File: config.mk
export PLATFORM = sky130hd
export DESIGN_NAME = seven_segment_display_driver_core_flat
export DESIGN_NICKNAME = d
export VERILOG_FILES = /design/src/hw/rtl/ssd_pkg.sv /design/src/hw/rtl/ssd_if.sv /design/src/hw/rtl/ssd_pipe.sv /design/src/hw/rtl/ssd_seq.sv /design/src/hw/rtl/seven_segment_display_driver_core.sv /design/src/flat_wrapper.sv
export SDC_FILE = /design/constraint.sdc
export NUM_CORES = 1
export LEC_CHECK = 0
export ABC_AREA = 0
export BUFFER_PORTS_ARGS = -buffer_cell sky130_fd_sc_hd__buf_2
export CORE_AREA = 2 2 264 266
export DETAILED_ROUTE_END_ITERATION = 7
export DIE_AREA = 0 0 266 268
export PLACE_DENSITY = 0.57
export SLEW_MARGIN = 10
export SYNTH_ARGS = -nofsm -noshare
export SYNTH_HDL_FRONTEND = slang
export SYNTH_SLANG_ARGS = --single-unit
File: constraint.sdc
create_clock -name clk_i -period 8 [get_ports clk_i]
set_clock_uncertainty 0.2 [all_clocks]
set_input_delay 1.2 -clock clk_i [delete_from_list [all_inputs] [get_ports clk_i]]
set_output_delay 1.2 -clock clk_i [all_outputs]
set_load 0.01 [all_outputs]
File: src/hw/rtl/ssd_pkg.sv
// Shared types, constants and glyph tables of the seven-segment display driver.
`timescale 1ns / 1ps

package ssd_pkg;

  // Default number of display digits for the DIGIT_COUNT parameter.
  localparam int unsigned DefDigitCount = 4;

  localparam int unsigned NumWidth  = 16;
  localparam int unsigned CharWidth = 8;
  localparam int unsigned SegWidth  = 7;
  localparam int unsigned SelWidth  = 3;
  localparam int unsigned TextChars = 4;

  // Reciprocal of ten, exact for every 16-bit value: x / 10 == (x * Recip10) >> Recip10Shift.
  localparam logic [NumWidth-1:0] Recip10      = 16'hCCCD;
  localparam int unsigned         Recip10Shift = 19;

  localparam logic [SegWidth-1:0] SegBlank = 7'h00;
  localparam logic [SegWidth-1:0] SegAdg   = 7'h49;

  typedef enum logic [1:0] {
    OP_NUMBER = 2'd0,
    OP_TEXT   = 2'd1,
    OP_OFF    = 2'd2,
    OP_TEST   = 2'd3
  } op_e;

  // Handshake between the digit pipeline and the result sequencer.
  typedef struct packed {
    logic valid;
    op_e  op;
  } pipe_ctl_t;

  function automatic logic [SegWidth-1:0] digit_glyph(input logic [3:0] d);
    logic [SegWidth-1:0] g;
    case (d)
      4'd0:    g = 7'h3F;
      4'd1:    g = 7'h06;
      4'd2:    g = 7'h5B;
      4'd3:    g = 7'h4F;
      4'd4:    g = 7'h66;
      4'd5:    g = 7'h6D;
      4'd6:    g = 7'h7D;
      4'd7:    g = 7'h07;
      4'd8:    g = 7'h7F;
      4'd9:    g = 7'h6F;
      default: g = SegBlank;
    endcase
    return g;
  endfunction

  function automatic logic [SegWidth-1:0] char_glyph(input logic [CharWidth-1:0] c);
    logic [SegWidth-1:0] g;
    case (c)
      8'h20:   g = SegBlank;  // space
      8'h42:   g = 7'h7C;     // B
      8'h45:   g = 7'h79;     // E
      8'h49:   g = 7'h30;     // I
      8'h52:   g = 7'h50;     // R
      default: g = SegAdg;
    endcase
    return g;
  endfunction

endpackage

File: src/hw/rtl/ssd_if.sv
// Valid/ready channel interfaces for display commands and digit strobes.
`timescale 1ns / 1ps

interface ssd_in_if;
  logic                           valid;
  logic                           ready;
  logic [1:0]                     operation;
  logic [ssd_pkg::NumWidth-1:0]   number;
  logic [ssd_pkg::CharWidth-1:0]  char_first;
  logic [ssd_pkg::CharWidth-1:0]  char_second;
  logic [ssd_pkg::CharWidth-1:0]  char_third;
  logic [ssd_pkg::CharWidth-1:0]  char_fourth;

  modport source (
    output valid, operation, number, char_first, char_second, char_third, char_fourth,
    input  ready
  );
  modport sink (
    input  valid, operation, number, char_first, char_second, char_third, char_fourth,
    output ready
  );
endinterface

interface ssd_out_if;
  logic                          valid;
  logic                          ready;
  logic [ssd_pkg::SelWidth-1:0]  digit_select;
  logic [ssd_pkg::SegWidth-1:0]  segments;
  logic                          last_of_run;

  modport source (
    output valid, digit_select, segments, last_of_run,
    input  ready
  );
  modport sink (
    input  valid, digit_select, segments, last_of_run,
    output ready
  );
endinterface

File: src/hw/rtl/ssd_pipe.sv
// Stalling pipeline: input stage, one divide-by-ten stage per digit, glyph stage.
`timescale 1ns / 1ps

module ssd_pipe #(
  parameter int unsigned DIGIT_COUNT = ssd_pkg::DefDigitCount
) (
  input  logic                             clk_i,
  input  logic                             rst_ni,
  input  logic                             in_valid_i,
  output logic                             in_ready_o,
  input  ssd_pkg::op_e                     op_i,
  input  logic [ssd_pkg::NumWidth-1:0]     number_i,
  input  logic [ssd_pkg::CharWidth-1:0]    chars_i [ssd_pkg::TextChars],
  output ssd_pkg::pipe_ctl_t               ctl_o,
  input  logic                             ready_i,
  output logic [ssd_pkg::SegWidth-1:0]     pat_o [DIGIT_COUNT]
);

  localparam int unsigned NS = DIGIT_COUNT + 2;  // stage 0, DIGIT_COUNT dividers, glyph

  logic                           v_q   [NS];
  logic                           rdy   [NS];
  ssd_pkg::op_e                   op_q  [NS];
  logic [ssd_pkg::NumWidth-1:0]   x_q   [DIGIT_COUNT];
  logic [ssd_pkg::CharWidth-1:0]  ch_q  [DIGIT_COUNT+1][ssd_pkg::TextChars];
  logic [3:0]                     dg_q  [DIGIT_COUNT][DIGIT_COUNT];
  logic [ssd_pkg::SegWidth-1:0]   pat_q [DIGIT_COUNT];

  for (genvar k = 0; k < NS; k++) begin : g_rdy
    if (k == NS - 1) begin : g_last
      assign rdy[k] = !v_q[k] || ready_i;
    end else begin : g_mid
      assign rdy[k] = !v_q[k] || rdy[k+1];
    end
  end

  assign in_ready_o = rdy[0];

  // valid bits
  for (genvar k = 0; k < NS; k++) begin : g_valid
    if (k == 0) begin : g_head
      always_ff @(posedge clk_i or negedge rst_ni) begin
        if (!rst_ni) begin
          v_q[k] <= 1'b0;
        end else if (rdy[k]) begin
          v_q[k] <= in_valid_i;
        end
      end
    end else begin : g_next
      always_ff @(posedge clk_i or negedge rst_ni) begin
        if (!rst_ni) begin
          v_q[k] <= 1'b0;
        end else if (rdy[k]) begin
          v_q[k] <= v_q[k-1];
        end
      end
    end
  end

  // stage 0: capture
  always_ff @(posedge clk_i) begin
    if (rdy[0]) begin
      op_q[0] <= op_i;
      x_q[0]  <= number_i;
      ch_q[0] <= chars_i;
    end
  end

  // stages 1..DIGIT_COUNT: stage k peels off digit DIGIT_COUNT-k
  for (genvar k = 1; k <= DIGIT_COUNT; k++) begin : g_div
    logic [2*ssd_pkg::NumWidth-1:0] prod;
    logic [12:0]                    quo;
    logic [ssd_pkg::NumWidth-1:0]   rem;
    logic [3:0]                     row [DIGIT_COUNT];

    assign prod = x_q[k-1] * ssd_pkg::Recip10;
    assign quo  = prod[2*ssd_pkg::NumWidth-1:ssd_pkg::Recip10Shift];
    assign rem  = x_q[k-1] - {quo, 3'b000} - {2'b00, quo, 1'b0};

    for (genvar j = 0; j < DIGIT_COUNT; j++) begin : g_row
      if (j == DIGIT_COUNT - k) begin : g_new
        assign row[j] = rem[3:0];
      end else if (k == 1) begin : g_zero
        assign row[j] = 4'd0;
      end else begin : g_copy
        assign row[j] = dg_q[k-2][j];
      end
    end

    always_ff @(posedge clk_i) begin
      if (rdy[k]) begin
        op_q[k]   <= op_q[k-1];
        ch_q[k]   <= ch_q[k-1];
        dg_q[k-1] <= row;
      end
    end

    if (k < DIGIT_COUNT) begin : g_carry
      always_ff @(posedge clk_i) begin
        if (rdy[k]) begin
          x_q[k] <= {3'b000, quo};
        end
      end
    end
  end

  // glyph stage
  for (genvar j = 0; j < DIGIT_COUNT; j++) begin : g_glyph
    logic [ssd_pkg::SegWidth-1:0] txt;
    logic [ssd_pkg::SegWidth-1:0] gl;

    if (j < ssd_pkg::TextChars) begin : g_ch
      assign txt = ssd_pkg::char_glyph(ch_q[DIGIT_COUNT][j]);
    end else begin : g_blank
      assign txt = ssd_pkg::SegBlank;
    end

    always_comb begin
      case (op_q[DIGIT_COUNT])
        ssd_pkg::OP_NUMBER: gl = ssd_pkg::digit_glyph(dg_q[DIGIT_COUNT-1][j]);
        ssd_pkg::OP_TEXT:   gl = txt;
        default:            gl = ssd_pkg::SegBlank;
      endcase
    end

    always_ff @(posedge clk_i) begin
      if (rdy[NS-1]) begin
        pat_q[j] <= gl;
      end
    end
  end

  always_ff @(posedge clk_i) begin
    if (rdy[NS-1]) begin
      op_q[NS-1] <= op_q[DIGIT_COUNT];
    end
  end

  assign ctl_o.valid = v_q[NS-1];
  assign ctl_o.op    = op_q[NS-1];
  assign pat_o       = pat_q;

endmodule

File: src/hw/rtl/ssd_seq.sv
// Result sequencer: turns one command into its digit strobes, with an output register.
`timescale 1ns / 1ps

module ssd_seq #(
  parameter int unsigned DIGIT_COUNT = ssd_pkg::DefDigitCount
) (
  input  logic                           clk_i,
  input  logic                           rst_ni,
  input  ssd_pkg::pipe_ctl_t             ctl_i,
  output logic                           ready_o,
  input  logic [ssd_pkg::SegWidth-1:0]   pat_i [DIGIT_COUNT],
  output logic                           out_valid_o,
  input  logic                           out_ready_i,
  output logic [ssd_pkg::SelWidth-1:0]   out_sel_o,
  output logic [ssd_pkg::SegWidth-1:0]   out_seg_o,
  output logic                           out_last_o
);

  localparam int unsigned CW = $clog2(DIGIT_COUNT + 1);
  localparam int unsigned IW = (DIGIT_COUNT > 1) ? $clog2(DIGIT_COUNT) : 1;

  logic                          busy_q, busy_d;
  ssd_pkg::op_e                  op_q;
  logic [ssd_pkg::SegWidth-1:0]  pat_q [DIGIT_COUNT];
  logic [CW-1:0]                 dig_q, dig_d;
  logic [2:0]                    sg_q, sg_d;

  logic                          ov_q;
  logic [ssd_pkg::SelWidth-1:0]  osel_q;
  logic [ssd_pkg::SegWidth-1:0]  oseg_q;
  logic                          olast_q;

  logic                          load, emit, take;
  logic [CW:0]                   dig_inc;
  logic [ssd_pkg::SelWidth-1:0]  cur_sel;
  logic [ssd_pkg::SegWidth-1:0]  cur_seg;
  logic                          cur_last;

  assign load    = !ov_q || out_ready_i;
  assign emit    = busy_q && load;
  assign take    = !busy_q || (emit && cur_last);
  assign ready_o = take;
  assign dig_inc = {1'b0, dig_q} + (CW+1)'(1);

  // strobe for the current position
  always_comb begin
    cur_sel  = ssd_pkg::SelWidth'(dig_inc);
    cur_seg  = ssd_pkg::SegBlank;
    cur_last = 1'b0;
    case (op_q)
      ssd_pkg::OP_OFF: begin
        cur_sel  = '0;
        cur_last = 1'b1;
      end
      ssd_pkg::OP_TEST: begin
        if (dig_q == CW'(DIGIT_COUNT)) begin
          cur_sel  = '0;
          cur_last = 1'b1;
        end else begin
          cur_seg = ssd_pkg::SegWidth'(1) << sg_q;
        end
      end
      default: begin
        cur_seg  = pat_q[dig_q[IW-1:0]];
        cur_last = (dig_q == CW'(DIGIT_COUNT - 1));
      end
    endcase
  end

  // sequencer next state
  always_comb begin
    busy_d = busy_q;
    dig_d  = dig_q;
    sg_d   = sg_q;
    if (emit) begin
      if (cur_last) begin
        busy_d = 1'b0;
      end else if (op_q == ssd_pkg::OP_TEST) begin
        if (sg_q == 3'd6) begin
          sg_d  = 3'd0;
          dig_d = dig_inc[CW-1:0];
        end else begin
          sg_d = sg_q + 3'd1;
        end
      end else begin
        dig_d = dig_inc[CW-1:0];
      end
    end
    if (take && ctl_i.valid) begin
      busy_d = 1'b1;
      dig_d  = '0;
      sg_d   = 3'd0;
    end
  end

  always_ff @(posedge clk_i or negedge rst_ni) begin
    if (!rst_ni) begin
      busy_q <= 1'b0;
      dig_q  <= '0;
      sg_q   <= 3'd0;
      ov_q   <= 1'b0;
    end else begin
      busy_q <= busy_d;
      dig_q  <= dig_d;
      sg_q   <= sg_d;
      if (load) begin
        ov_q <= emit;
      end
    end
  end

  always_ff @(posedge clk_i) begin
    if (take && ctl_i.valid) begin
      op_q  <= ctl_i.op;
      pat_q <= pat_i;
    end
    if (emit) begin
      osel_q  <= cur_sel;
      oseg_q  <= cur_seg;
      olast_q <= cur_last;
    end
  end

  assign out_valid_o = ov_q;
  assign out_sel_o   = osel_q;
  assign out_seg_o   = oseg_q;
  assign out_last_o  = olast_q;

`ifndef ASSERT_OFF
  a_sg_range: assert property (@(posedge clk_i) disable iff (!rst_ni)
    sg_q <= 3'd6)
    else $error("segment step out of range");

  a_dig_range: assert property (@(posedge clk_i) disable iff (!rst_ni)
    busy_q && (op_q == ssd_pkg::OP_NUMBER || op_q == ssd_pkg::OP_TEXT)
      |-> dig_q < CW'(DIGIT_COUNT))
    else $error("digit index past last digit");

  a_cont: assert property (@(posedge clk_i) disable iff (!rst_ni)
    emit && !cur_last |=> busy_q)
    else $error("command dropped before its last strobe");

  a_blank_end: assert property (@(posedge clk_i) disable iff (!rst_ni)
    ov_q && olast_q && osel_q == '0 |-> oseg_q == ssd_pkg::SegBlank)
    else $error("closing strobe not blank");
`endif

endmodule

File: src/hw/rtl/seven_segment_display_driver_core.sv
// Top level of the multiplexed seven-segment display driver.
`timescale 1ns / 1ps

// Usage:
//   in_i takes one display command per transaction: operation (number, text, off,
//   segment test), a 16-bit number and four characters. out_o gives digit strobes,
//   one per transaction: digit_select (0 none, 1 leftmost), segments (bit0 = A,
//   active high) and last_of_run on the final strobe of each command.
//   Number and text commands give DIGIT_COUNT strobes, off gives one blank strobe,
//   segment test gives 7 * DIGIT_COUNT + 1 strobes (29 at four digits).
// Path: a command passes a capture stage, DIGIT_COUNT divide-by-ten stages and a
//   glyph stage before the sequencer, which registers it and then puts its first
//   strobe into the output register.
// Throughput: the sequencer emits one strobe per cycle unless out_o stalls. Commands
//   enter the pipeline every cycle until it fills behind the sequencer.
// Reset (rst_ni, async, active low) empties the pipeline and the output register.
// A stall on out_o holds the strobe in the output register; the stall backs up
//   stage by stage, and in_i.ready drops only once every stage holds a command.

module seven_segment_display_driver_core #(
  parameter int unsigned DIGIT_COUNT = ssd_pkg::DefDigitCount
) (
  input  logic      clk_i,
  input  logic      rst_ni,
  ssd_in_if.sink    in_i,
  ssd_out_if.source out_o
);

  logic [ssd_pkg::CharWidth-1:0] chars [ssd_pkg::TextChars];
  logic [ssd_pkg::SegWidth-1:0]  pat   [DIGIT_COUNT];
  ssd_pkg::pipe_ctl_t            ctl;
  ssd_pkg::op_e                  op;
  logic                          in_ready;
  logic                          seq_ready;

  // operation field maps one to one onto the command codes
  assign op       = ssd_pkg::op_e'(in_i.operation);
  assign chars[0] = in_i.char_first;
  assign chars[1] = in_i.char_second;
  assign chars[2] = in_i.char_third;
  assign chars[3] = in_i.char_fourth;

  ssd_pipe #(
    .DIGIT_COUNT (DIGIT_COUNT)
  ) u_pipe (
    .clk_i      (clk_i),
    .rst_ni     (rst_ni),
    .in_valid_i (in_i.valid),
    .in_ready_o (in_ready),
    .op_i       (op),
    .number_i   (in_i.number),
    .chars_i    (chars),
    .ctl_o      (ctl),
    .ready_i    (seq_ready),
    .pat_o      (pat)
  );

  assign in_i.ready = in_ready;

  ssd_seq #(
    .DIGIT_COUNT (DIGIT_COUNT)
  ) u_seq (
    .clk_i       (clk_i),
    .rst_ni      (rst_ni),
    .ctl_i       (ctl),
    .ready_o     (seq_ready),
    .pat_i       (pat),
    .out_valid_o (out_o.valid),
    .out_ready_i (out_o.ready),
    .out_sel_o   (out_o.digit_select),
    .out_seg_o   (out_o.segments),
    .out_last_o  (out_o.last_of_run)
  );

endmodule
File: src/flat_wrapper.sv
// flat-port wrapper written by rule: the top's interface ports become plain ports
module seven_segment_display_driver_core_flat 
#(
  parameter int unsigned DIGIT_COUNT = ssd_pkg::DefDigitCount
)
  (clk_i, rst_ni, in_i_valid, in_i_operation, in_i_number, in_i_char_first, in_i_char_second, in_i_char_third, in_i_char_fourth, in_i_ready, out_o_valid, out_o_digit_select, out_o_segments, out_o_last_of_run, out_o_ready);
  ssd_in_if in_i_i ();
  ssd_out_if out_o_i ();
  input  logic clk_i;
  input  logic rst_ni;
  input wire logic [$bits(in_i_i.valid)-1:0] in_i_valid;
  input wire logic [$bits(in_i_i.operation)-1:0] in_i_operation;
  input wire logic [$bits(in_i_i.number)-1:0] in_i_number;
  input wire logic [$bits(in_i_i.char_first)-1:0] in_i_char_first;
  input wire logic [$bits(in_i_i.char_second)-1:0] in_i_char_second;
  input wire logic [$bits(in_i_i.char_third)-1:0] in_i_char_third;
  input wire logic [$bits(in_i_i.char_fourth)-1:0] in_i_char_fourth;
  output wire logic [$bits(in_i_i.ready)-1:0] in_i_ready;
  output wire logic [$bits(out_o_i.valid)-1:0] out_o_valid;
  output wire logic [$bits(out_o_i.digit_select)-1:0] out_o_digit_select;
  output wire logic [$bits(out_o_i.segments)-1:0] out_o_segments;
  output wire logic [$bits(out_o_i.last_of_run)-1:0] out_o_last_of_run;
  input wire logic [$bits(out_o_i.ready)-1:0] out_o_ready;
  assign in_i_i.valid = in_i_valid;
  assign in_i_i.operation = in_i_operation;
  assign in_i_i.number = in_i_number;
  assign in_i_i.char_first = in_i_char_first;
  assign in_i_i.char_second = in_i_char_second;
  assign in_i_i.char_third = in_i_char_third;
  assign in_i_i.char_fourth = in_i_char_fourth;
  assign in_i_ready = in_i_i.ready;
  assign out_o_valid = out_o_i.valid;
  assign out_o_digit_select = out_o_i.digit_select;
  assign out_o_segments = out_o_i.segments;
  assign out_o_last_of_run = out_o_i.last_of_run;
  assign out_o_i.ready = out_o_ready;
  seven_segment_display_driver_core #(.DIGIT_COUNT(DIGIT_COUNT)) u_core (.clk_i(clk_i), .rst_ni(rst_ni), .in_i(in_i_i), .out_o(out_o_i));
endmodule
# Word level (Yosys, flattened, before mapping)
# Memory sizes are Yosys's and may differ from the RTL's. A register that Yosys moved wholly into a read port is not among the register bits.
# Cells that the tools add are included.
# word_totals
memories	8
romBits	448
inputBits	54
elab_cells	142
register_bits	81
ram_bits	300
output_inout_bits	13
# classes
magnitude_cmp	1
mux	42
addsub	10
reduce_logical	26
n_mul	4
n_bitwise	1
n_eq_ne	28
shifts	1
# memory_table
memory	depth	word_bits	rd	rd_ports_with_merged_regs	write_ports	line_no	text
u_core.u_pipe.ch_q	5	32	5	0	5	ssd_pipe.sv:25	logic [ssd_pkg::CharWidth-1:0] ch_q [DIGIT_COUNT+1][ssd_pkg::TextChars];
(name not given)	16	7	1	0	0	ssd_pkg.sv:37	case (d)
(name not given)	16	7	1	0	0	ssd_pkg.sv:37	
(name not given)	16	7	1	0	0	ssd_pkg.sv:37	
(name not given)	16	7	1	0	0	ssd_pkg.sv:37	
u_core.u_pipe.dg_q	4	16	4	0	4	ssd_pipe.sv:26	logic [3:0] dg_q [DIGIT_COUNT][DIGIT_COUNT];
2 more memories	n/a	n/a	n/a	n/a	n/a	n/a	
# ops
op	count
$pmux 7 s5	4
$eq 8x7->1 const B	16
$mul 16x16->32 const B	3
$pmux 7 s2	5
$mux 3	11
$eq 8x6->1 const B	4
$sub 4x4->4	8
$mul 16x16->22 const B	1
$mux 7	3
$mux 1	16
$bmux 7 s2	1
$logic_not 1->1	8
$logic_or 1x1->1	8
$shl 1x3->7 const A	1
$add 3x1->3 const B	2
$eq 3x3->1 const B	2
$pmux 3 s2	1
$reduce_and 3->1	2
$reduce_bool 2->1	3
$eq 2x2->1 const B	2
$eq 3x2->1 const B	1
$ge 3x3->1 const B	1
$logic_and 1x1->1	3
$ne 3x1->1 const B	1
other kinds (6)	6

# Longest topological paths before layout
# Gate-level depths: netlist of run 1.
# depth
ltp_word	13
depth_mapped	25
depth_no_buf	25

# Cells and area by module
# Synthesis of run 1 repeated with hierarchy kept, for this count alone.
# hier_totals
cells_unflattened	2246
area_unflattened_um2	27671.5
# modules_own_cells
mod	area_per_inst_um2	cells_per_inst	seq_area_each_um2	n_inst
ssd_pipe	25558.3	2113	9008.6	1
ssd_seq	2113.3	133	1431.4	1

# Least setup slack after synthesis of run 1
# No wires, ideal clock.
# synth_path
kind	reg2out
startpoint	register u_core.u_seq.dig_q[0]
endpoint	output in_i_ready
path_stages_with_launch	11
setup_slack_ns	1.405
n_path_buf	1
arrival_ns	5.195
required_time_ns	6.600
cell_sequence	dfrtp_1 > clkbuf_1 > inv_1 > ha_1 > nand2_1 > a21oi_1 > a21o_1 > a21boi_0 > nand3_1 > nor2_1 > nand4_1
# synth_lines
element	line_no	text
from (decl)	ssd_seq.sv:25	logic [CW-1:0] dig_q, dig_d;
from (signal assigned)	ssd_seq.sv:104	dig_q <= dig_d;
to (decl)	flat_wrapper.sv:18	output wire logic [$bits(in_i_i.ready)-1:0] in_i_ready;

==> results of run 1 <==
[area by class of cell]
| class | count | area share |
|---|---|---|
| diodes | 1 | 0.00008358 |
| flip-flops and latches | 350 | 0.3487 |
| well taps | 882 | 0.03686 |
| clock buffers | 46 | 0.03594 |
| repair buffers | 73 | 0.01279 |
| clock inverters | 29 | 0.008943 |
| inverters | 514 | 0.06444 |
| multi-input cells | 1279 | 0.4922 |
[layer usage]
| layer | up-vias | share of wire |
|---|---|---|
| met5 | - | 0 |
| met1 | 7451 | 0.46 |
| met4 | 0 | 0.027 |
| met3 | 79 | 0.034 |
| li1 | 7449 | - |
| met2 | 198 | 0.47 |
[final timing paths]
path | cells after the start | from | end | slack (ps)
hold / removal | 0 | u_core.u_pipe.ch_q[0][119]$_DFFE_PP_ | u_core.u_pipe.ch_q[0][151]$_DFFE_PP_ | 200
setup reg to reg | 22 | u_core.u_pipe.x_q[3][1]$_DFFE_PP_ | u_core.u_pipe.dg_q[3][15]$_DFFE_PP_ | 1480
setup / recovery | 22 | u_core.u_pipe.x_q[3][1]$_DFFE_PP_ | u_core.u_pipe.dg_q[3][15]$_DFFE_PP_ | 1480
min in group asynchronous | 1 | rst_ni | u_core.u_seq.sg_q[0]$_DFFE_PN0P_ | 350
max in group asynchronous | 1 | rst_ni | u_core.u_pipe.v_q[5]$_DFFE_PN0P_ | 6990
hold reg to reg | 0 | u_core.u_pipe.ch_q[0][119]$_DFFE_PP_ | u_core.u_pipe.ch_q[0][151]$_DFFE_PP_ | 200
[cell usage in the layout, fill, tap and decap left out, types with 6 or more instances in the layout]
cell type  Yosys  routed
o21ai_0       35      35
a21o_1        26      26
xnor2_1       46      46
nand4_1       15      15
dfrtp_1       14      14
buf_2          0      66
clkbuf_16      0      42
nor3_1        13      13
a21oi_1       54      54
a211oi_1      10      10
nand3_1       23      21
o21a_1        11      11
mux4_2         7       7
ha_1         500     500
nand3b_1       6       6
nand2b_1      19      19
nand2_1       64      63
nor2b_1       13      12
clkinv_1       1       8
buf_4          0       7
or2_2          7       7
inv_1        513     512
xor2_1        17      17
edfxtp_1     336     336
fa_1         255     255
nor2_1        66      65
o22ai_1        9       9
clkinv_2       0       8
[flip-flops by register name, indices dropped and copies added (netlist names), 2 cells and up]
register / cells
u_core.u_seq.sg_q: 3
u_core.u_pipe.op_q: 12
u_core.u_seq.op_q: 2
u_core.u_seq.dig_q: 3
u_core.u_pipe.pat_o: 28
u_core.u_seq.pat_q: 28
u_core.u_pipe.x_q: 55
u_core.u_seq.out_seg_o: 7
u_core.u_seq.out_sel_o: 3
u_core.u_pipe.ch_q: 160
u_core.u_pipe.dg_q: 40
u_core.u_pipe.v_q: 5
[per-stage QoR]
stage                     setup slack [ps]  std cells    util
after CTS                             1422       3173  0.4388
after floorplan                       1405       2154       -
after global routing                  1108       3173  0.4388
final                                 1484       3174  0.4388
after detailed placement              1452       3098  0.4191
after global placement                1573       3098  0.4191
[worst register-to-register path: stages, from the launching register on]
cell and delay (ps):
edfxtp_1 500, ha_1 400, inv_1 80, fa_1 540
inv_1 60, fa_1 500, fa_1 530, fa_1 550
inv_1 60, fa_1 520, inv_1 40, ha_1 300
a21o_1 180, a21o_1 170, a21oi_1 170, o2111ai_1 180
and3_1 240, nor2_1 110, xnor2_1 140, ha_1 290
a211oi_1 260, o2bb2ai_1 100, xnor2_1 130
[kinds of logic after synthesis]
family | count (synthesis) | share of synthesized area
and+or+nand+nor | 251 | 0.04552
DFF | 350 | 0.3848
adders and majority gates | 755 | 0.4187
muxes | 10 | 0.006918
AOI/OAI and AO/OA | 199 | 0.05022
buffers and inverters | 525 | 0.07263
xor gates and xnor gates | 64 | 0.02117
==> metrics, run 1 <==
status finished, final reports clean; area fraction of the dominant cell type after synthesis 0.3719; cell taking the most area after synthesis edfxtp_1; via count 15180; Post-Syn Nets 2963; Core Area 68230 sq um; Worst Hold Class register to register; critical-path cell list ha_1 -> inv_1 -> fa_1 -> inv_1 -> fa_1 -> fa_1 -> fa_1 -> inv_1 -> fa_1 -> inv_1 -> ha_1 -> a21o_1 -> a21o_1 -> a21oi_1 -> o2111ai_1 -> and3_1 -> nor2_1 -> xnor2_1 -> ha_1 -> a211oi_1 -> o2bb2ai_1 -> xnor2_1; Tmin final 6516 ps; post-synthesis sequential area ratio 0.3848; synth top area cells edfxtp_1 (37%), ha_1 (23%), fa_1 (19%); CTS tree yes; number of global-route vias before repair 16510; die area 71290 sq um; Die X-Extent 266 microns; wire per inst 16.46 microns; cts bufs inserted 41; WHS 199.6 ps; worst-margin pin slew 927.0 ps; Avg Cell Area, Syn 12.60 sq um; Die Y 268 microns; Worst setup EP type register; DRC violations left 0; Setup-failing EPs final 0; top_reg_cell synth edfxtp_1; FP Rows 96; largest net degree at the start of global routing 53; H-tree level count 2; Multi-input gate area 14740 sq um; crit path kind register to register; RSZ-0062 raised after global routing false; drt initial violations 481; Avg Vias per Cell 4.782; CTS root buffer clkbuf_16; delay-heaviest family, CP adder cells; post-cts repair resize count 0; Post-DP HPWL 43230 microns; Buf/Inv on CP 4; CTS Hold Bufs 0; ys async rst share 0.04000; Synth Instances 2154; fin nets 3068; WL final 52240 microns; period utilization 0.8146; Sink Count 350; worst path arrival time 6610 ps; GRT overflow 0; I/O Buffers 66; 1st-pass router iterations 6; Max Cap Viol 0; Mapped Area 27130 sq um; Routed Antenna Nets 0; startpoint types register; setup_tns 0 ps; yosys warns 0; Reg area 10440 sq um; worst path required time 8100 ps; Initial Util 0.3977; Yosys cell types 66; met3 Use GR 0.02520; final instance area 29940 sq um; flops & latches, synth 350; filler instances 6313; Final Slew Violations 0; Area growth, synth to finish 10.35%; IO Pins 67; most numerous cell in the Yosys netlist inv_1; global-route wire length before repair 86130 microns; gr busiest metal met2; share of cells above drive strength 1 0.07377; gp weighted congestion 0.9153; Slowest cell on crit path fa_1; EDFF count, synth 336; final hold viol count 0; Max clock buf depth 3; Worst slew margin 0.3814; initial antenna violation count 1; CP max FO 6; met2 Use GR 0.2600; dpl cell area 28590 sq um; Max Fclk 153.5 MHz; all-layer global routing usage 0.1543; setup bufs post-CTS 0; met1 global-route usage 0.2054; Worst-path clk slew 60 ps; Clk Latency, worst-skew pair 570 ps; max incr delay on CP 550 ps; CP dominant cell by count fa_1; Synth top cells by count inv_1 (513), ha_1 (500), edfxtp_1 (336)
Power of run 1 is left out: the tool's default activity adds up to more than one toggle a clock period on the data nets, which glitch-free logic cannot reach.
==> run 2: changes to the inputs <==
Clock period 8 ns to 6.1 ns, I/O delays scaled along.
==> run 2 against run 1 <==
Wire length is 3.4% higher; maximum frequency is 9.3% higher; utilization is 1.6 points higher; count of clock-buffer cells in the layout is 1 higher; final area is 3.6% higher; worst setup slack worse by 1300 ps.
==> metrics, run 2 (same netlist as run 1, synthesis figures left out) <==
critical-path cell list ha_4 -> inv_2 -> fa_1 -> inv_2 -> fa_1 -> fa_1 -> fa_1 -> inv_2 -> fa_1 -> inv_2 -> ha_4 -> a21o_1 -> a21o_1 -> a21oi_2 -> o2111ai_2 -> and3_4 -> nor2_4 -> xnor2_2 -> ha_2 -> xor2_2 -> xnor2_1 -> xnor2_1 -> xnor2_1; Avg Vias per Cell 4.775 (-0.13%); biggest regs u_core.u_pipe.ch_q x160, u_core.u_pipe.x_q x55, u_core.u_pipe.dg_q x40; Placed Cells 3191 (+3.0%); Finished Layout Cells 3279 (+3.3%); Worst Hold Class input pin to async pin; worst path arrival time 6070 ps (-540 ps); CP max FO 2 (-4); 1st-pass router iterations 5 (-1); Worst R2R Path Depth 23 (+4.5%); Initial Util 0.3977 (unchanged); Routed Antenna Nets 0 (unchanged); max incr delay on CP 560 ps (about the same); fin nets 3176 (+3.5%); Worst-path clk slew 60 ps (about the same); Final Slew Violations 0 (unchanged); Clk Latency, worst-skew pair 560 ps (about the same); Die Y 268 microns (unchanged); worst-margin pin slew 910.9 ps (-16.09 ps); crit path kind register to register; wire per inst 16.48 microns (+0.11%); CP dominant cell by count fa_1; die area 71290 sq um (unchanged); CTS root buffer clkbuf_16; Tmin final 5965 ps (-551.9 ps); CTS tree yes; Reg with most FFs u_core.u_pipe.ch_q; Max Fclk 167.7 MHz (+9.3%); Post-DP HPWL 44830 microns (+3.7%); worst path required time 6200 ps (-1900 ps); Sink Count 350 (unchanged); Max Cap Viol 0 (unchanged); Die X-Extent 266 microns (unchanged); via count 15660 (+3.2%); Core Area 68230 sq um (unchanged); delay-heaviest family, CP adder cells; IO Pins 67 (unchanged); Largest register FFs 160 (unchanged); Reg area 10440 sq um (unchanged); Slowest cell on crit path fa_1; Max clock buf depth 3 (unchanged); drt initial violations 628 (+31%); initial antenna violation count 0 (-1); Worst R2R End u_core.u_pipe.dg_q[3][15]$_DFFE_PP_; Worst slew margin 0.3906 (+0.009243); Area growth, synth to finish 14.34%; startpoint types register; Setup-failing EPs final 0 (unchanged); all-layer global routing usage 0.1572 (+0.002968); Worst setup EP type register; status finished, final reports clean; DRC violations left 0 (unchanged); H-tree level count 2 (unchanged); final hold viol count 0 (unchanged); most common cell after layout, fill and taps aside inv_1; cts bufs inserted 40 (-2.4%); setup slack, reg-to-reg 140 ps (-1350 ps); RSZ-0062 raised after global routing true; Multi-input gate area 15050 sq um (+2.1%); dpl cell area 29300 sq um (+2.5%); WHS 67.17 ps (-132.4 ps); antenna cell count 0 (-1); filler instances 6164 (-2.4%); final instance area 31020 sq um (+3.6%); Reg-to-Reg Start u_core.u_pipe.x_q[3][1]$_DFFE_PP_; global-route wire length before repair 87720 microns (+1.8%); share of cells above drive strength 1 0.1327 (+0.05890); largest net degree at the start of global routing 53 (unchanged); Buf/Inv on CP 4 (unchanged); FP Rows 96 (unchanged); number of global-route vias before repair 16960 (+2.8%); period utilization 0.9778 (+0.1632); commonest cells after routing, fill and taps aside inv_1 (508), ha_1 (485), edfxtp_1 (336); Crit path depth 23 (+4.5%); I/O Buffers 66 (unchanged); CTS Hold Bufs 0 (unchanged); GRT overflow 0 (unchanged); WL final 54020 microns (+3.4%); gp weighted congestion 0.9075 (-0.85%)
run 2: worst max-delay path by stage:
stage	start	to	slack, ps
floorplan	u_core.u_pipe.x_q[3][1]$_DFFE_PP_	u_core.u_pipe.dg_q[3][15]$_DFFE_PP_	2
global placement	u_core.u_pipe.x_q[3][2]$_DFFE_PP_	u_core.u_pipe.dg_q[3][15]$_DFFE_PP_	-110
detailed placement	u_core.u_pipe.x_q[3][2]$_DFFE_PP_	u_core.u_pipe.dg_q[3][15]$_DFFE_PP_	-250
CTS	u_core.u_pipe.x_q[3][2]$_DFFE_PP_	u_core.u_pipe.dg_q[3][15]$_DFFE_PP_	20
global route	u_core.u_pipe.x_q[3][5]$_DFFE_PP_	u_core.u_pipe.dg_q[3][15]$_DFFE_PP_	-110
finish	u_core.u_pipe.x_q[3][1]$_DFFE_PP_	u_core.u_pipe.dg_q[3][15]$_DFFE_PP_	140
run 2: area by class of cell:
cell class / count / share of cell area
multi-input cells: 1279 / 0.4852
flip-flops and latches: 350 / 0.3365
inverters: 514 / 0.06219
repair buffers: 182 / 0.03908
well taps: 882 / 0.03557
clock buffers: 47 / 0.03380
clock inverters: 25 / 0.007583
run 2: metrics by stage:
step / setup slack (ps) / util / TNS, ps
5_1_grt: -113.2 / 0.4547 / -312.6
2_1_floorplan: 1.784 / - / 0
4_1_cts: 18.51 / 0.4492 / 0
3_5_place_dp: -253.4 / 0.4295 / -270.6
6_report: 135.5 / 0.4547 / 0
3_3_place_gp: -105.9 / 0.4295 / -105.9
run 2: routing by layer:
metal	share of wire	wire, microns	GRT usage	up-vias
met3	0.031	1659	0.02245	73
met4	0.027	1441	0.04510	0
met2	0.49	26410	0.2740	204
li1	-	-	-	7659
met5	0	0	0	-
met1	0.45	24510	0.2044	7722
run 2: timing repair:
item | in CTS | in global routing
pin swaps | 17 | 36
buffers inserted | 3 | 14
endpoints found under the setup margin | 1 | 14
resized for setup | 7 | 52
Power of run 2 is left out for the same reason.
==> run 3: changes to the inputs <==
Settings changed: CORE_AREA 2 2 264 266 to 5 5 252 254, DIE_AREA 0 0 266 268 to 0 0 257 259, PLACE_DENSITY 0.57 to 0.62.
==> run 3 against run 2 <==
Via count rose by 0.20%; final cell count fell by 2.6%; maximum frequency fell by 0.57%; final area shrank 0.15%; critical path depth is the same; die area fell by 6.6%; flip-flop and latch count unchanged; count of clock-buffer cells in the layout fell by 3; register-to-register slack got worse by 30 ps.
==> metrics, run 3 (same netlist as run 1, synthesis figures left out) <==
CP endpoint u_core.u_pipe.dg_q[3][15]$_DFFE_PP_; final hold viol count 0 (unchanged); Die X-Extent 257 microns (-3.4%); Setup-failing EPs final 0 (unchanged); dpl cell area 29220 sq um (-0.29%); WL final 53590 microns (-0.80%); CTS tree yes; Avg Vias per Cell 4.912 (+2.9%); CP dominant cell by count fa_1; Max Fclk 166.7 MHz (-0.57%); Initial Util 0.4446 (+0.04690); FP Rows 91 (-5.2%); Area growth, synth to finish 14.17%; critical-path cell list ha_4 -> inv_2 -> fa_1 -> inv_2 -> fa_1 -> fa_1 -> fa_1 -> inv_2 -> fa_1 -> inv_2 -> ha_4 -> a21o_1 -> a21o_1 -> a21oi_2 -> o2111ai_2 -> and3_4 -> nor2_4 -> xnor2_2 -> ha_2 -> xor2_1 -> xnor2_1 -> xnor2_1 -> xnor2_1; Max Cap Viol 0 (unchanged); crit path kind register to register; via count 15690 (+0.20%); max incr delay on CP 520 ps (-40 ps); Tmin final 5999 ps (+34.18 ps); final worst setup slack 101.3 ps (-34.18 ps); setup slack, reg-to-reg 100 ps (-30 ps); all-layer global routing usage 0.1639 (+0.006712); DRC violations left 0 (unchanged); Max clock buf depth 3 (unchanged); 1st-pass router iterations 5 (unchanged); startpoint types register; largest net degree at the start of global routing 52 (-1.9%); cts bufs inserted 40 (unchanged); fin nets 3182 (+0.19%); crit path launch u_core.u_pipe.x_q[3][1]$_DFFE_PP_; status finished, final reports clean; Core Area 61030 sq um (-11%); Die Y 259 microns (-3.4%); initial antenna violation count 0 (unchanged); I/O Buffers 66 (unchanged); number of global-route vias before repair 17290 (+1.9%); Sink Count 350 (unchanged); drt initial violations 640 (+1.9%); wire per inst 16.78 microns (+1.8%); Placed Cells 3103 (-2.8%); Final Slew Violations 0 (unchanged); CTS root buffer clkbuf_16; Post-DP HPWL 44510 microns (-0.73%); gp weighted congestion 0.9155 (+0.88%); Largest register FFs 160 (unchanged); biggest regs u_core.u_pipe.ch_q x160, u_core.u_pipe.x_q x55, u_core.u_pipe.dg_q x40; worst path arrival time 6110 ps (+40 ps); GRT overflow 0 (unchanged); Reg-to-Reg Start u_core.u_pipe.x_q[3][1]$_DFFE_PP_; Reg with most FFs u_core.u_pipe.ch_q; global-route wire length before repair 87890 microns (+0.19%); Slowest cell on crit path fa_1; CTS Hold Bufs 0 (unchanged); share of cells above drive strength 1 0.1348 (+0.002110); Worst-path clk slew 60 ps (about the same); H-tree level count 2 (unchanged); Finished Layout Cells 3194 (-2.6%); Clk Latency, worst-skew pair 570 ps (about the same); antenna cell count 0 (unchanged); Routed Antenna Nets 0 (unchanged); RSZ-0062 raised after global routing true; Worst slew margin 0.3908 (about the same); dpl ws -253.5 ps (-0.09200 ps); worst-margin pin slew 912.8 ps (+1.897 ps); Worst setup EP type register; CP max FO 2 (unchanged); IO Pins 67 (unchanged); commonest cells after routing, fill and taps aside inv_1 (504), ha_1 (482), edfxtp_1 (336); worst path required time 6210 ps (about the same); die area 66560 sq um (-6.6%); filler instances 5344 (-13%); period utilization 0.9834 (+0.005603); Worst R2R End u_core.u_pipe.dg_q[3][15]$_DFFE_PP_; final instance area 30980 sq um (-0.15%); Worst R2R Path Depth 23 (unchanged); Worst Hold Class input pin to async pin; Layout Utilization 0.5076 (+0.05288); most common cell after layout, fill and taps aside inv_1
==> run 3: cell types whose count changed in the layout (fill, tap and decap cells not counted), moves of 3 or more <==
cell,previous run,this run
inv_1,508,504
inv_2,5,9
clkinv_2,9,4
ha_1,485,482
buf_4,113,118
clkinvlp_4,1,5
==> run 3: critical path: cells and delay by family, from the launching register on <==
kind / cells / cell delay, ps
compound gates: 4 / 660
xor+xnor: 5 / 710
fa+ha+maj: 8 / 3210
buf+inv: 4 / 170
flops: 1 / 440
simple gates: 2 / 330
==> run 3: through the flow <==
| step | TNS [ps] | hold WS (ps) |
|---|---|---|
| 2_1_floorplan | 0 | 200.3 |
| 3_3_place_gp | -55.72 | 201.6 |
| 3_5_place_dp | -283.7 | 204.5 |
| 4_1_cts | 0 | 20.59 |
| 5_1_grt | -164.0 | 46.56 |
| 6_report | 0 | 50.41 |
==> run 3: how the worst min path moves through the flow <==
stage | end | slack [ps] | cells past startpoint
final | u_core.u_seq.sg_q[2]$_DFFE_PN0P_ | 50 | 1
after global routing | u_core.u_seq.sg_q[2]$_DFFE_PN0P_ | 50 | 1
after CTS | u_core.u_seq.sg_q[2]$_DFFE_PN0P_ | 20 | 1
after detailed placement | u_core.u_pipe.ch_q[0][100]$_DFFE_PP_ | 200 | 0
after global placement | u_core.u_pipe.ch_q[0][63]$_DFFE_PP_ | 200 | 0
after floorplan | u_core.u_pipe.ch_q[0][100]$_DFFE_PP_ | 200 | 0
==> run 3: area by class of cell <==
| cell class | instances | area (sq um) | area share |
|---|---|---|---|
| Clock inverter | 29 | 304.0 | 0.009815 |
| Clock buffer | 44 | 1016 | 0.03280 |
| Sequential cell | 350 | 10440 | 0.3370 |
| Timing Repair Buffer | 188 | 1261 | 0.04072 |
| Inverter | 514 | 1929 | 0.06229 |
| Multi-Input combinational cell | 1279 | 15040 | 0.4854 |
| Tap cell | 790 | 988.4 | 0.03191 |
==> run 3: timing repair <==
item                                   4_1_cts  5_1_grt
gates resized for setup                     10       46
pin swaps                                   11       40
setup endpoints to repair                    2       17
endpoints found under the hold margin        0        0
buffers inserted                             5       13
==> run 3: layer usage <==
layer	up-vias	GRT usage	routed length, microns
met2	194	0.2876	26610
li1	7672	-	-
met3	78	0.02655	1698
met4	0	0.04131	1330
met1	7746	0.2139	23950
met5	-	0	0
Power of run 3 is left out for the same reason.
